File: config.mk
export PLATFORM = sky130hd
export DESIGN_NAME = process_queue_delete_by_key_flat
export DESIGN_NICKNAME = d
export VERILOG_FILES = /design/src/design/qdk_pkg.sv /design/src/design/qdk_req_if.sv /design/src/design/qdk_rsp_if.sv /design/src/design/qdk_ram.sv /design/src/design/qdk_ctrl.sv /design/src/design/process_queue_delete_by_key.sv /design/src/flat_wrapper.sv
export SDC_FILE = /design/constraint.sdc
export NUM_CORES = 2
export LEC_CHECK = 0
export BUFFER_PORTS_ARGS = -buffer_cell sky130_fd_sc_hd__buf_4
export CORE_MARGIN = 8
export CORE_UTILIZATION = 30
export DETAILED_ROUTE_END_ITERATION = 10
export GPL_ROUTABILITY_DRIVEN = 1
export GPL_TIMING_DRIVEN = 0
export SLEW_MARGIN = 10
export SYNTH_ARGS = -nofsm -noshare
export SYNTH_HDL_FRONTEND = slang
export SYNTH_HIERARCHICAL = 1
export SYNTH_SLANG_ARGS = --single-unit
File: constraint.sdc
create_clock -name clk -period 11.75 [get_ports clk]
set_clock_uncertainty 0.15 [all_clocks]
set_input_delay 0 -clock clk [delete_from_list [all_inputs] [get_ports clk]]
set_output_delay 0 -clock clk [all_outputs]
set_load 0.03 [all_outputs]
File: src/design/qdk_pkg.sv
// ----------------------------------------------------------------------------
// qdk_pkg - shared types and constants for the keyed-delete process queue
// Holds the record layout, request and status codes, sequencer states and
// the control structures that pass between the sequencer and the datapath.
// ----------------------------------------------------------------------------
package qdk_pkg;

	localparam int NAME_W     = 64;
	localparam int PRIO_W     = 8;
	localparam int PID_W      = 22;
	localparam int RUN_W      = 16;
	localparam int LEFT_W     = 5;
	localparam int NAME_BYTES = 8;

	typedef enum logic [1:0] {
		REQ_PUSH     = 2'd0,
		REQ_POP      = 2'd1,
		REQ_DEL_PID  = 2'd2,
		REQ_DEL_NAME = 2'd3
	} req_kind_t;

	typedef enum logic [1:0] {
		ST_OK        = 2'd0,
		ST_NOT_FOUND = 2'd1,
		ST_EMPTY     = 2'd2,
		ST_FULL      = 2'd3
	} status_t;

	typedef enum logic [2:0] {
		S_IDLE,
		S_START,
		S_SEARCH,
		S_SHIFT,
		S_RESP
	} seq_state_t;

	typedef struct packed {
		logic [NAME_W-1:0] name;
		logic [PRIO_W-1:0] prio;
		logic [PID_W-1:0]  pid;
		logic [RUN_W-1:0]  runtime;
	} record_t;

	localparam int REC_W = $bits(record_t);

	// Datapath conditions seen by the sequencer.
	typedef struct packed {
		logic      in_fire;
		req_kind_t kind;
		logic      is_full;
		logic      is_empty;
		logic      pend;
		logic      hit;
		logic      more;
		logic      out_free;
	} ctrl_sts_t;

	// Commands from the sequencer to the datapath.
	typedef struct packed {
		logic    in_ready;
		logic    scan;
		logic    do_push;
		logic    capture;
		logic    shift_wr;
		logic    dec_count;
		logic    set_status;
		status_t status_val;
		logic    load_out;
	} ctrl_cmd_t;

	// Keeps the bytes of a name up to the first zero byte, within NAME_BYTES.
	function automatic logic [NAME_W-1:0] norm_name(input logic [NAME_W-1:0] v);
		logic [NAME_W-1:0] r;
		logic              stop;
		r    = '0;
		stop = 1'b0;
		for (int i = 0; i < 8; i++) begin
			if (i >= NAME_BYTES || v[8*i +: 8] == 8'd0) begin
				stop = 1'b1;
			end
			if (!stop) begin
				r[8*i +: 8] = v[8*i +: 8];
			end
		end
		return r;
	endfunction

endpackage

File: src/design/qdk_req_if.sv
// ----------------------------------------------------------------------------
// qdk_req_if - request channel of the keyed-delete process queue
// Valid/ready channel carrying one request beat.
// ----------------------------------------------------------------------------
interface qdk_req_if;
	logic                      valid;
	logic                      ready;
	logic [1:0]                req_type;
	logic [qdk_pkg::NAME_W-1:0] in_name;
	logic [qdk_pkg::PRIO_W-1:0] in_priority;
	logic [qdk_pkg::PID_W-1:0]  in_pid;
	logic [qdk_pkg::RUN_W-1:0]  in_runtime;

	modport source (output valid, req_type, in_name, in_priority, in_pid, in_runtime,
		input ready);
	modport sink (input valid, req_type, in_name, in_priority, in_pid, in_runtime,
		output ready);
endinterface

File: src/design/qdk_rsp_if.sv
// ----------------------------------------------------------------------------
// qdk_rsp_if - result channel of the keyed-delete process queue
// Valid/ready channel carrying one result beat.
// ----------------------------------------------------------------------------
interface qdk_rsp_if;
	logic                       valid;
	logic                       ready;
	logic [1:0]                 status;
	logic [qdk_pkg::NAME_W-1:0] out_name;
	logic [qdk_pkg::PRIO_W-1:0] out_priority;
	logic [qdk_pkg::PID_W-1:0]  out_pid;
	logic [qdk_pkg::RUN_W-1:0]  out_runtime;
	logic [qdk_pkg::LEFT_W-1:0] entries_left;

	modport source (output valid, status, out_name, out_priority, out_pid, out_runtime,
		entries_left, input ready);
	modport sink (input valid, status, out_name, out_priority, out_pid, out_runtime,
		entries_left, output ready);
endinterface

File: src/design/qdk_ram.sv
// ----------------------------------------------------------------------------
// qdk_ram - generic simple dual-port RAM
// One write port and one read port, read data registered.
// ----------------------------------------------------------------------------
module qdk_ram #(
	parameter int WIDTH = 8,
	parameter int DEPTH = 16
) (
	input  logic                     clk,
	input  logic                     we,
	input  logic [$clog2(DEPTH)-1:0] waddr,
	input  logic [WIDTH-1:0]         wdata,
	input  logic                     re,
	input  logic [$clog2(DEPTH)-1:0] raddr,
	output logic [WIDTH-1:0]         rdata
);

	logic [WIDTH-1:0] mem_q [DEPTH];
	logic [WIDTH-1:0] rdata_q;

	always_ff @(posedge clk) begin
		if (we) begin
			mem_q[waddr] <= wdata;
		end
		if (re) begin
			rdata_q <= mem_q[raddr];
		end
	end

	assign rdata = rdata_q;

endmodule

File: src/design/qdk_ctrl.sv
// ----------------------------------------------------------------------------
// qdk_ctrl - request sequencer of the keyed-delete process queue
// Steps each request from start through search and compaction, where it needs them, to result hand-off.
// ----------------------------------------------------------------------------
module qdk_ctrl (
	input  logic               clk,
	input  logic               arst_n,
	input  qdk_pkg::ctrl_sts_t sts,
	output qdk_pkg::ctrl_cmd_t cmd
);

	qdk_pkg::seq_state_t state_q;
	qdk_pkg::seq_state_t state_d;

	always_ff @(posedge clk or negedge arst_n) begin
		if (!arst_n) begin
			state_q <= qdk_pkg::S_IDLE;
		end else begin
			state_q <= state_d;
		end
	end

	always_comb begin
		state_d = state_q;
		case (state_q)
			qdk_pkg::S_IDLE: begin
				if (sts.in_fire) begin
					state_d = qdk_pkg::S_START;
				end
			end
			qdk_pkg::S_START: begin
				if (sts.kind == qdk_pkg::REQ_PUSH) begin
					state_d = qdk_pkg::S_RESP;
				end else if (sts.kind == qdk_pkg::REQ_POP && sts.is_empty) begin
					state_d = qdk_pkg::S_RESP;
				end else begin
					state_d = qdk_pkg::S_SEARCH;
				end
			end
			qdk_pkg::S_SEARCH: begin
				if (sts.pend && sts.hit) begin
					state_d = qdk_pkg::S_SHIFT;
				end else if (!sts.pend && !sts.more) begin
					state_d = qdk_pkg::S_RESP;
				end
			end
			qdk_pkg::S_SHIFT: begin
				if (!sts.pend && !sts.more) begin
					state_d = qdk_pkg::S_RESP;
				end
			end
			qdk_pkg::S_RESP: begin
				if (sts.out_free) begin
					state_d = qdk_pkg::S_IDLE;
				end
			end
			default: begin
				state_d = qdk_pkg::S_IDLE;
			end
		endcase
	end

	always_comb begin
		cmd            = '0;
		cmd.status_val = qdk_pkg::ST_OK;
		case (state_q)
			qdk_pkg::S_IDLE: begin
				cmd.in_ready = 1'b1;
			end
			qdk_pkg::S_START: begin
				if (sts.kind == qdk_pkg::REQ_PUSH) begin
					if (sts.is_full) begin
						cmd.set_status = 1'b1;
						cmd.status_val = qdk_pkg::ST_FULL;
					end else begin
						cmd.do_push = 1'b1;
					end
				end else if (sts.kind == qdk_pkg::REQ_POP && sts.is_empty) begin
					cmd.set_status = 1'b1;
					cmd.status_val = qdk_pkg::ST_EMPTY;
				end
			end
			qdk_pkg::S_SEARCH: begin
				cmd.scan = 1'b1;
				if (sts.pend && sts.hit) begin
					cmd.capture = 1'b1;
				end else if (!sts.pend && !sts.more) begin
					cmd.set_status = 1'b1;
					cmd.status_val = qdk_pkg::ST_NOT_FOUND;
				end
			end
			qdk_pkg::S_SHIFT: begin
				cmd.scan     = 1'b1;
				cmd.shift_wr = sts.pend;
				if (!sts.pend && !sts.more) begin
					cmd.dec_count = 1'b1;
				end
			end
			qdk_pkg::S_RESP: begin
				cmd.load_out = sts.out_free;
			end
			default: begin
				cmd = '0;
			end
		endcase
	end

endmodule

File: src/design/process_queue_delete_by_key.sv
// ----------------------------------------------------------------------------
// process_queue_delete_by_key - bounded FIFO of process records with keyed delete
// Top level: request latch, record store, scan pointer, compare and result
// register around the request sequencer.
// ----------------------------------------------------------------------------
// Usage. Requests arrive as beats on the req channel: push, pop, delete by
// pid or delete by name. Every request gives exactly one beat on the rsp
// channel with a status, the removed record (zero when none is removed) and
// the number of records held afterwards.
// Records live in a single RAM with the head at address 0. A pop is a delete
// of the first entry. A delete reads the entries one per cycle from the head
// through the RAM read port and compares each against the key; on a match
// the entries behind it are moved down one place, one per cycle, by the same
// read port feeding the write port.
// A push, a push on a full queue and a failed pop go from start straight to
// the result; a pop or delete walks the held records through the RAM in
// search and, after a match, compaction before its result is shown. The
// next request is taken in the idle state that follows the move of the
// result into the output register.
// Reset empties the queue at once; the RAM contents are not cleared since
// only held entries are ever read. When the receiver stalls the result waits
// in the output register while the next request is still accepted and
// worked on, and that request's result waits until the register is free.
// ----------------------------------------------------------------------------
module process_queue_delete_by_key #(
	parameter int QUEUE_DEPTH = 16
) (
	input  logic     clk,
	input  logic     arst_n,
	qdk_req_if.sink  req,
	qdk_rsp_if.source rsp
);

	localparam int IDX_W = (QUEUE_DEPTH > 1) ? $clog2(QUEUE_DEPTH) : 1;
	localparam int CNT_W = $clog2(QUEUE_DEPTH + 1);

	qdk_pkg::ctrl_sts_t sts;
	qdk_pkg::ctrl_cmd_t cmd;

	// Request latched at acceptance.
	qdk_pkg::req_kind_t            kind_q;
	logic [qdk_pkg::NAME_W-1:0]    key_name_q;
	logic [qdk_pkg::PID_W-1:0]     key_pid_q;
	qdk_pkg::record_t              push_rec_q;

	// Queue occupancy and scan pointer.
	logic [CNT_W-1:0] count_q;
	logic [CNT_W-1:0] rd_idx_q;
	logic             pend_s1;
	logic [IDX_W-1:0] idx_s1;

	// Result being built, and the output register.
	qdk_pkg::record_t res_rec_q;
	qdk_pkg::status_t res_status_q;
	logic             out_valid_q;
	qdk_pkg::record_t out_rec_q;
	qdk_pkg::status_t out_status_q;
	logic [qdk_pkg::LEFT_W-1:0] out_left_q;

	logic             in_fire;
	logic             more;
	logic             issue;
	logic             hit;
	logic             ram_we;
	logic [IDX_W-1:0] ram_waddr;
	qdk_pkg::record_t ram_wdata;
	qdk_pkg::record_t ram_rdata;
	logic [qdk_pkg::LEFT_W+CNT_W-1:0] left_ext;

	assign in_fire = req.valid && cmd.in_ready;
	assign more    = (rd_idx_q < count_q);
	assign issue   = cmd.scan && more;

	// A pop takes the head; the deletes compare the key against the stored field.
	always_comb begin
		case (kind_q)
			qdk_pkg::REQ_POP:      hit = 1'b1;
			qdk_pkg::REQ_DEL_PID:  hit = (ram_rdata.pid == key_pid_q);
			qdk_pkg::REQ_DEL_NAME: hit = (ram_rdata.name == key_name_q);
			default:               hit = 1'b0;
		endcase
	end

	always_comb begin
		sts.in_fire  = in_fire;
		sts.kind     = kind_q;
		sts.is_full  = (count_q == CNT_W'(QUEUE_DEPTH));
		sts.is_empty = (count_q == '0);
		sts.pend     = pend_s1;
		sts.hit      = hit;
		sts.more     = more;
		sts.out_free = !out_valid_q || rsp.ready;
	end

	qdk_ctrl u_ctrl (
		.clk    (clk),
		.arst_n (arst_n),
		.sts    (sts),
		.cmd    (cmd)
	);

	// The write port serves a push at the tail or a move down by one place.
	assign ram_we    = cmd.do_push || cmd.shift_wr;
	assign ram_waddr = cmd.do_push ? count_q[IDX_W-1:0] : (idx_s1 - IDX_W'(1));
	assign ram_wdata = cmd.do_push ? push_rec_q : ram_rdata;

	qdk_ram #(
		.WIDTH (qdk_pkg::REC_W),
		.DEPTH (QUEUE_DEPTH)
	) u_ram (
		.clk   (clk),
		.we    (ram_we),
		.waddr (ram_waddr),
		.wdata (ram_wdata),
		.re    (issue),
		.raddr (rd_idx_q[IDX_W-1:0]),
		.rdata (ram_rdata)
	);

	always_ff @(posedge clk) begin
		if (in_fire) begin
			kind_q             <= qdk_pkg::req_kind_t'(req.req_type);
			key_name_q         <= qdk_pkg::norm_name(req.in_name);
			key_pid_q          <= req.in_pid;
			push_rec_q.name    <= qdk_pkg::norm_name(req.in_name);
			push_rec_q.prio    <= req.in_priority;
			push_rec_q.pid     <= req.in_pid;
			push_rec_q.runtime <= req.in_runtime;
		end
	end

	always_ff @(posedge clk or negedge arst_n) begin
		if (!arst_n) begin
			count_q  <= '0;
			rd_idx_q <= '0;
			pend_s1  <= 1'b0;
		end else begin
			if (cmd.do_push) begin
				count_q <= count_q + CNT_W'(1);
			end else if (cmd.dec_count) begin
				count_q <= count_q - CNT_W'(1);
			end
			if (in_fire) begin
				rd_idx_q <= '0;
			end else if (issue) begin
				rd_idx_q <= rd_idx_q + CNT_W'(1);
			end
			pend_s1 <= issue;
		end
	end

	always_ff @(posedge clk) begin
		idx_s1 <= rd_idx_q[IDX_W-1:0];
		if (in_fire) begin
			res_rec_q    <= '0;
			res_status_q <= qdk_pkg::ST_OK;
		end else begin
			if (cmd.capture) begin
				res_rec_q <= ram_rdata;
			end
			if (cmd.set_status) begin
				res_status_q <= cmd.status_val;
			end
		end
	end

	// Occupancy shown modulo the width of the result field.
	assign left_ext = {{qdk_pkg::LEFT_W{1'b0}}, count_q};

	always_ff @(posedge clk or negedge arst_n) begin
		if (!arst_n) begin
			out_valid_q <= 1'b0;
		end else if (cmd.load_out) begin
			out_valid_q <= 1'b1;
		end else if (rsp.ready) begin
			out_valid_q <= 1'b0;
		end
	end

	always_ff @(posedge clk) begin
		if (cmd.load_out) begin
			out_rec_q    <= res_rec_q;
			out_status_q <= res_status_q;
			out_left_q   <= left_ext[qdk_pkg::LEFT_W-1:0];
		end
	end

	assign req.ready        = cmd.in_ready;
	assign rsp.valid        = out_valid_q;
	assign rsp.status       = out_status_q;
	assign rsp.out_name     = out_rec_q.name;
	assign rsp.out_priority = out_rec_q.prio;
	assign rsp.out_pid      = out_rec_q.pid;
	assign rsp.out_runtime  = out_rec_q.runtime;
	assign rsp.entries_left = out_left_q;

endmodule
File: src/flat_wrapper.sv
// flat-port wrapper written by rule: the top's interface ports become plain ports
module process_queue_delete_by_key_flat 
#(
	parameter int QUEUE_DEPTH = 16
)
  (clk, arst_n, req_valid, req_req_type, req_in_name, req_in_priority, req_in_pid, req_in_runtime, req_ready, rsp_valid, rsp_status, rsp_out_name, rsp_out_priority, rsp_out_pid, rsp_out_runtime, rsp_entries_left, rsp_ready);
  qdk_req_if req_i ();
  qdk_rsp_if rsp_i ();
  input  logic clk;
  input  logic arst_n;
  input wire logic [$bits(req_i.valid)-1:0] req_valid;
  input wire logic [$bits(req_i.req_type)-1:0] req_req_type;
  input wire logic [$bits(req_i.in_name)-1:0] req_in_name;
  input wire logic [$bits(req_i.in_priority)-1:0] req_in_priority;
  input wire logic [$bits(req_i.in_pid)-1:0] req_in_pid;
  input wire logic [$bits(req_i.in_runtime)-1:0] req_in_runtime;
  output wire logic [$bits(req_i.ready)-1:0] req_ready;
  output wire logic [$bits(rsp_i.valid)-1:0] rsp_valid;
  output wire logic [$bits(rsp_i.status)-1:0] rsp_status;
  output wire logic [$bits(rsp_i.out_name)-1:0] rsp_out_name;
  output wire logic [$bits(rsp_i.out_priority)-1:0] rsp_out_priority;
  output wire logic [$bits(rsp_i.out_pid)-1:0] rsp_out_pid;
  output wire logic [$bits(rsp_i.out_runtime)-1:0] rsp_out_runtime;
  output wire logic [$bits(rsp_i.entries_left)-1:0] rsp_entries_left;
  input wire logic [$bits(rsp_i.ready)-1:0] rsp_ready;
  assign req_i.valid = req_valid;
  assign req_i.req_type = req_req_type;
  assign req_i.in_name = req_in_name;
  assign req_i.in_priority = req_in_priority;
  assign req_i.in_pid = req_in_pid;
  assign req_i.in_runtime = req_in_runtime;
  assign req_ready = req_i.ready;
  assign rsp_valid = rsp_i.valid;
  assign rsp_status = rsp_i.status;
  assign rsp_out_name = rsp_i.out_name;
  assign rsp_out_priority = rsp_i.out_priority;
  assign rsp_out_pid = rsp_i.out_pid;
  assign rsp_out_runtime = rsp_i.out_runtime;
  assign rsp_entries_left = rsp_i.entries_left;
  assign rsp_i.ready = rsp_ready;
  process_queue_delete_by_key #(.QUEUE_DEPTH(QUEUE_DEPTH)) u_core (.clk(clk), .arst_n(arst_n), .req(req_i), .rsp(rsp_i));
endmodule
==> impl_metrics.json <==
{
  "clkPwrFrac_pct": 29.1,
  "num_rows": 194,
  "cts.sinks": 2230,
  "synth_area_leaders": "edfxtp_1, mux4_2, dfxtp_1, a22oi_1, mux2_2",
  "first_pass_iters": 5,
  "fmax_ghz": 0.173,
  "cts_root_buf": "clkbuf_16",
  "drc": 0,
  "grt_pass1_vias": 43037,
  "cts-resized-gates": 0,
  "fp.dieW_um": 545,
  "place_hpwl_mm": 155,
  "period_share_pct": 49.1,
  "period_needed_ns": 5.77,
  "relSlewSlack_pct": 10.1,
  "final_util_pct": 36.8,
  "netlist.area_leader.share_pct": 75.1,
  "drt_iter0_drc": 4944,
  "power.density_nw_per_um2": 233,
  "whs_ns": 0.0910,
  "async_flop_share_pct": 0.673,
  "grt-ovfl-total": 0,
  "placed_cells": 7978,
  "endpoint": "u_core/u_ram/mem_q[11][75]",
  "r2r_cells": 11,
  "synth_fp_nets": 3987,
  "clockBufferDepth": 4,
  "status": "finished, final reports clean",
  "hp-class": "primary input to flop",
  "peakVddDrop_v": 0.000135,
  "synth.distinct_cells": 52,
  "endpoint_kind": "flop",
  "grt_pass1_wl_mm": 324,
  "wl_per_cell_um": 26.9,
  "yosys.area.top_type": "edfxtp_1",
  "ys_ff_latch": 2230,
  "setup_violations": 0,
  "io_pins": 235,
  "fin_tns_setup_ns": 0,
  "area_growth_pct": 22.2,
  "numCtsBuffers": 219,
  "ant_nets": 0,
  "grt_usage_pct": 15.1,
  "routabilityCongestion": 0.745,
  "layout.cells.non_filler": 8615,
  "ff_latch_area_um2": 65700,
  "drive_gt1_share_pct": 29.3,
  "rrSetupSlack_ns": 5.98,
  "reg2reg_to": "u_core/u_ram/mem_q[11][75]",
  "p_sw_mw": 7.16,
  "p_int_mw": 16.8,
  "core-area_um2": 279000,
  "htree_levels": 4,
  "worst_pin_slew_ns": 1.34,
  "path_class": "flop to flop",
  "antenna_found_initial": 22,
  "drt_wl_total_mm": 232,
  "ys_warn_count": 6,
  "crit_start": "u_core/count_q[0]",
  "final_max_slew_viol_count": 0,
  "p_leak_nw": 32.5,
  "multi_input_area_um2": 17200,
  "timing.rr.start": "u_core/count_q[0]",
  "clk_latency_ns": 0.90,
  "start_util_pct": 30.1,
  "grt_max_degree": 47,
  "hold_violations": 0,
  "required_ns": 12.11,
  "combPwrFrac_pct": 24.0,
  "worstPathMaxFanout": 19,
  "nets": 4843,
  "vias_per_cell": 4.96,
  "die_h_um": 545,
  "ys.flop_type": "edfxtp_1",
  "swShare_pct": 29.9,
  "vias": 42700,
  "synth_edf_count": 2099,
  "critPathArrivalTime_ns": 6.13,
  "syn_inst": 3861,
  "netlist_area_um2": 84000,
  "ys_seq_area_share_pct": 78.3,
  "pwr-share-seq_pct": 46.9,
  "io_buffers": 234,
  "cp-start-kind": "flop",
  "synth.avg_cell_area_um2": 21.7,
  "nFillCells": 25293,
  "setup_slack_ns": 5.98,
  "rsz0062_at_grt": "false",
  "maxCapViolations": 0,
  "clkTransAtPathRegs_ns": 0.07,
  "dieArea_um2": 297000,
  "cts_tree": "done",
  "place_ws_ns": 6.07
}
==> layout make-up <==
| class | instances | area share (%) |
|---|---|---|
| Tap cell | 3724 | 4.54 |
| Clock buffer | 285 | 5.74 |
| Inverter | 12 | 0.0439 |
| Clock inverter | 104 | 1.10 |
| Sequential cell | 2230 | 64.1 |
| Buffer | 197 | 1.08 |
| Antenna cell | 6 | 0.0146 |
| Timing Repair Buffer | 635 | 6.61 |
| Multi-Input combinational cell | 1422 | 16.8 |
==> metrics by stage <==
step	area, um2	power, mW
finish	103000	23.9
global route	103000	24.8
CTS	103000	24.1
detailed placement	93100	17.1
global placement	90400	16.9
floorplan	84000	14.7
==> Yosys cell counts, drive strengths merged (7+ instances only) <==
cell / number
clkbuf: 78
mux2i: 116
mux2: 113
ha: 9
nor4: 19
nor2: 138
edfxtp: 2099
mux4: 440
nand2: 125
dfrtp: 15
xnor2: 90
inv: 12
and2: 53
a22oi: 220
and3: 12
buf: 119
a21oi: 7
nand4: 23
nor3: 8
dfxtp: 116
==> layout by cell type, fill, tap and decap left out, drive strengths merged, types with 9 or more instances in the layout <==
cell type and instances:
a22oi 220, and3 12, clkinv 70, nor4 19, mux2 113, and2 53, nand4 23, nor2 138
ha 9, dfrtp 15, edfxtp 2099, dfxtp 116, nand2 125, mux4 440, mux2i 116, inv 18
xnor2 90, clkbuf 363, buf 512, dlygate4sd3 242, bufinv 21
==> logic make-up after synthesis <==
group	count (synthesis)	share of synthesized area [%]
xor gates and xnor gates	95	0.991
buffers and inverters	209	1.36
adders and majority gates	10	0.158
and+or+nand+nor	400	2.32
AOI/OAI and AO/OA	248	2.19
DFF	2230	78.3
muxes	669	14.7
==> how the worst min path moves through the flow <==
stage                                from                      to  slack, ns  cells after the start
after floorplan                    arst_n       u_core/count_q[0]      -0.45                      0
after global placement             arst_n       u_core/count_q[4]      -0.27                      1
after detailed placement           arst_n       u_core/count_q[4]      -0.27                      1
after CTS                 req_in_name[13]   u_core/push_rec_q[63]       0.05                      5
after global routing      req_in_name[63]  u_core/push_rec_q[109]       0.03                      3
final                     req_in_name[63]  u_core/push_rec_q[109]       0.09                      3
==> routing by layer <==
metal | up-vias | GRT usage, % | wire, um
li1 | 17696 | - | -
met1 | 22761 | 21.4 | 98300
met2 | 1906 | 23.8 | 107000
met3 | 335 | 3.47 | 20500
met4 | 2 | 3.75 | 6120
met5 | - | 0 | 9
==> power groups by stage <==
stage | clock network [mW] | logic (mW) | registers, mW
floorplan | 0 | 3.45 | 11.2
global placement | 0 | 5.32 | 11.6
detailed placement | 0 | 5.71 | 11.4
CTS | 7.11 | 5.80 | 11.2
global route | 7.40 | 6.12 | 11.3
finish | 6.97 | 5.73 | 11.2
==> worst max-delay path: stages (launching register included) <==
cell,delay [ns]
dfrtp_1,0.60
nor4_1,0.44
and2_1,0.23
nor3_1,0.07
clkbuf_1,0.46
clkbuf_1,0.41
o21ai_0,1.06
nand2_1,0.58
nor2_4,0.68
buf_16,0.26
buf_12,0.20
buf_12,0.22
==> sequential cells by signal (all words and copies together) (netlist names) <==
name,flops
u_core/count_q,5
u_core/idx_s1,4
u_core/kind_q,2
u_core/pend_s1,1
u_core/push_rec_q,110
u_core/rd_idx_q,5
u_core/res_rec_q,110
u_core/res_status_q,2
u_core/rsp.entries_left,5
u_core/rsp.out_name,64
u_core/rsp.out_pid,22
u_core/rsp.out_priority,8
u_core/rsp.out_runtime,16
u_core/rsp.status,2
u_core/rsp.valid,1
u_core/u_ctrl/state_q,3
u_core/u_ram/mem_q,1760
u_core/u_ram/rdata,110
==> timing repair <==
action                                 CTS  global route
endpoints found under the hold margin  130             0
hold buffers                           242             0
setup buffers                            0             0
Power figures use the tool's default switching activity.
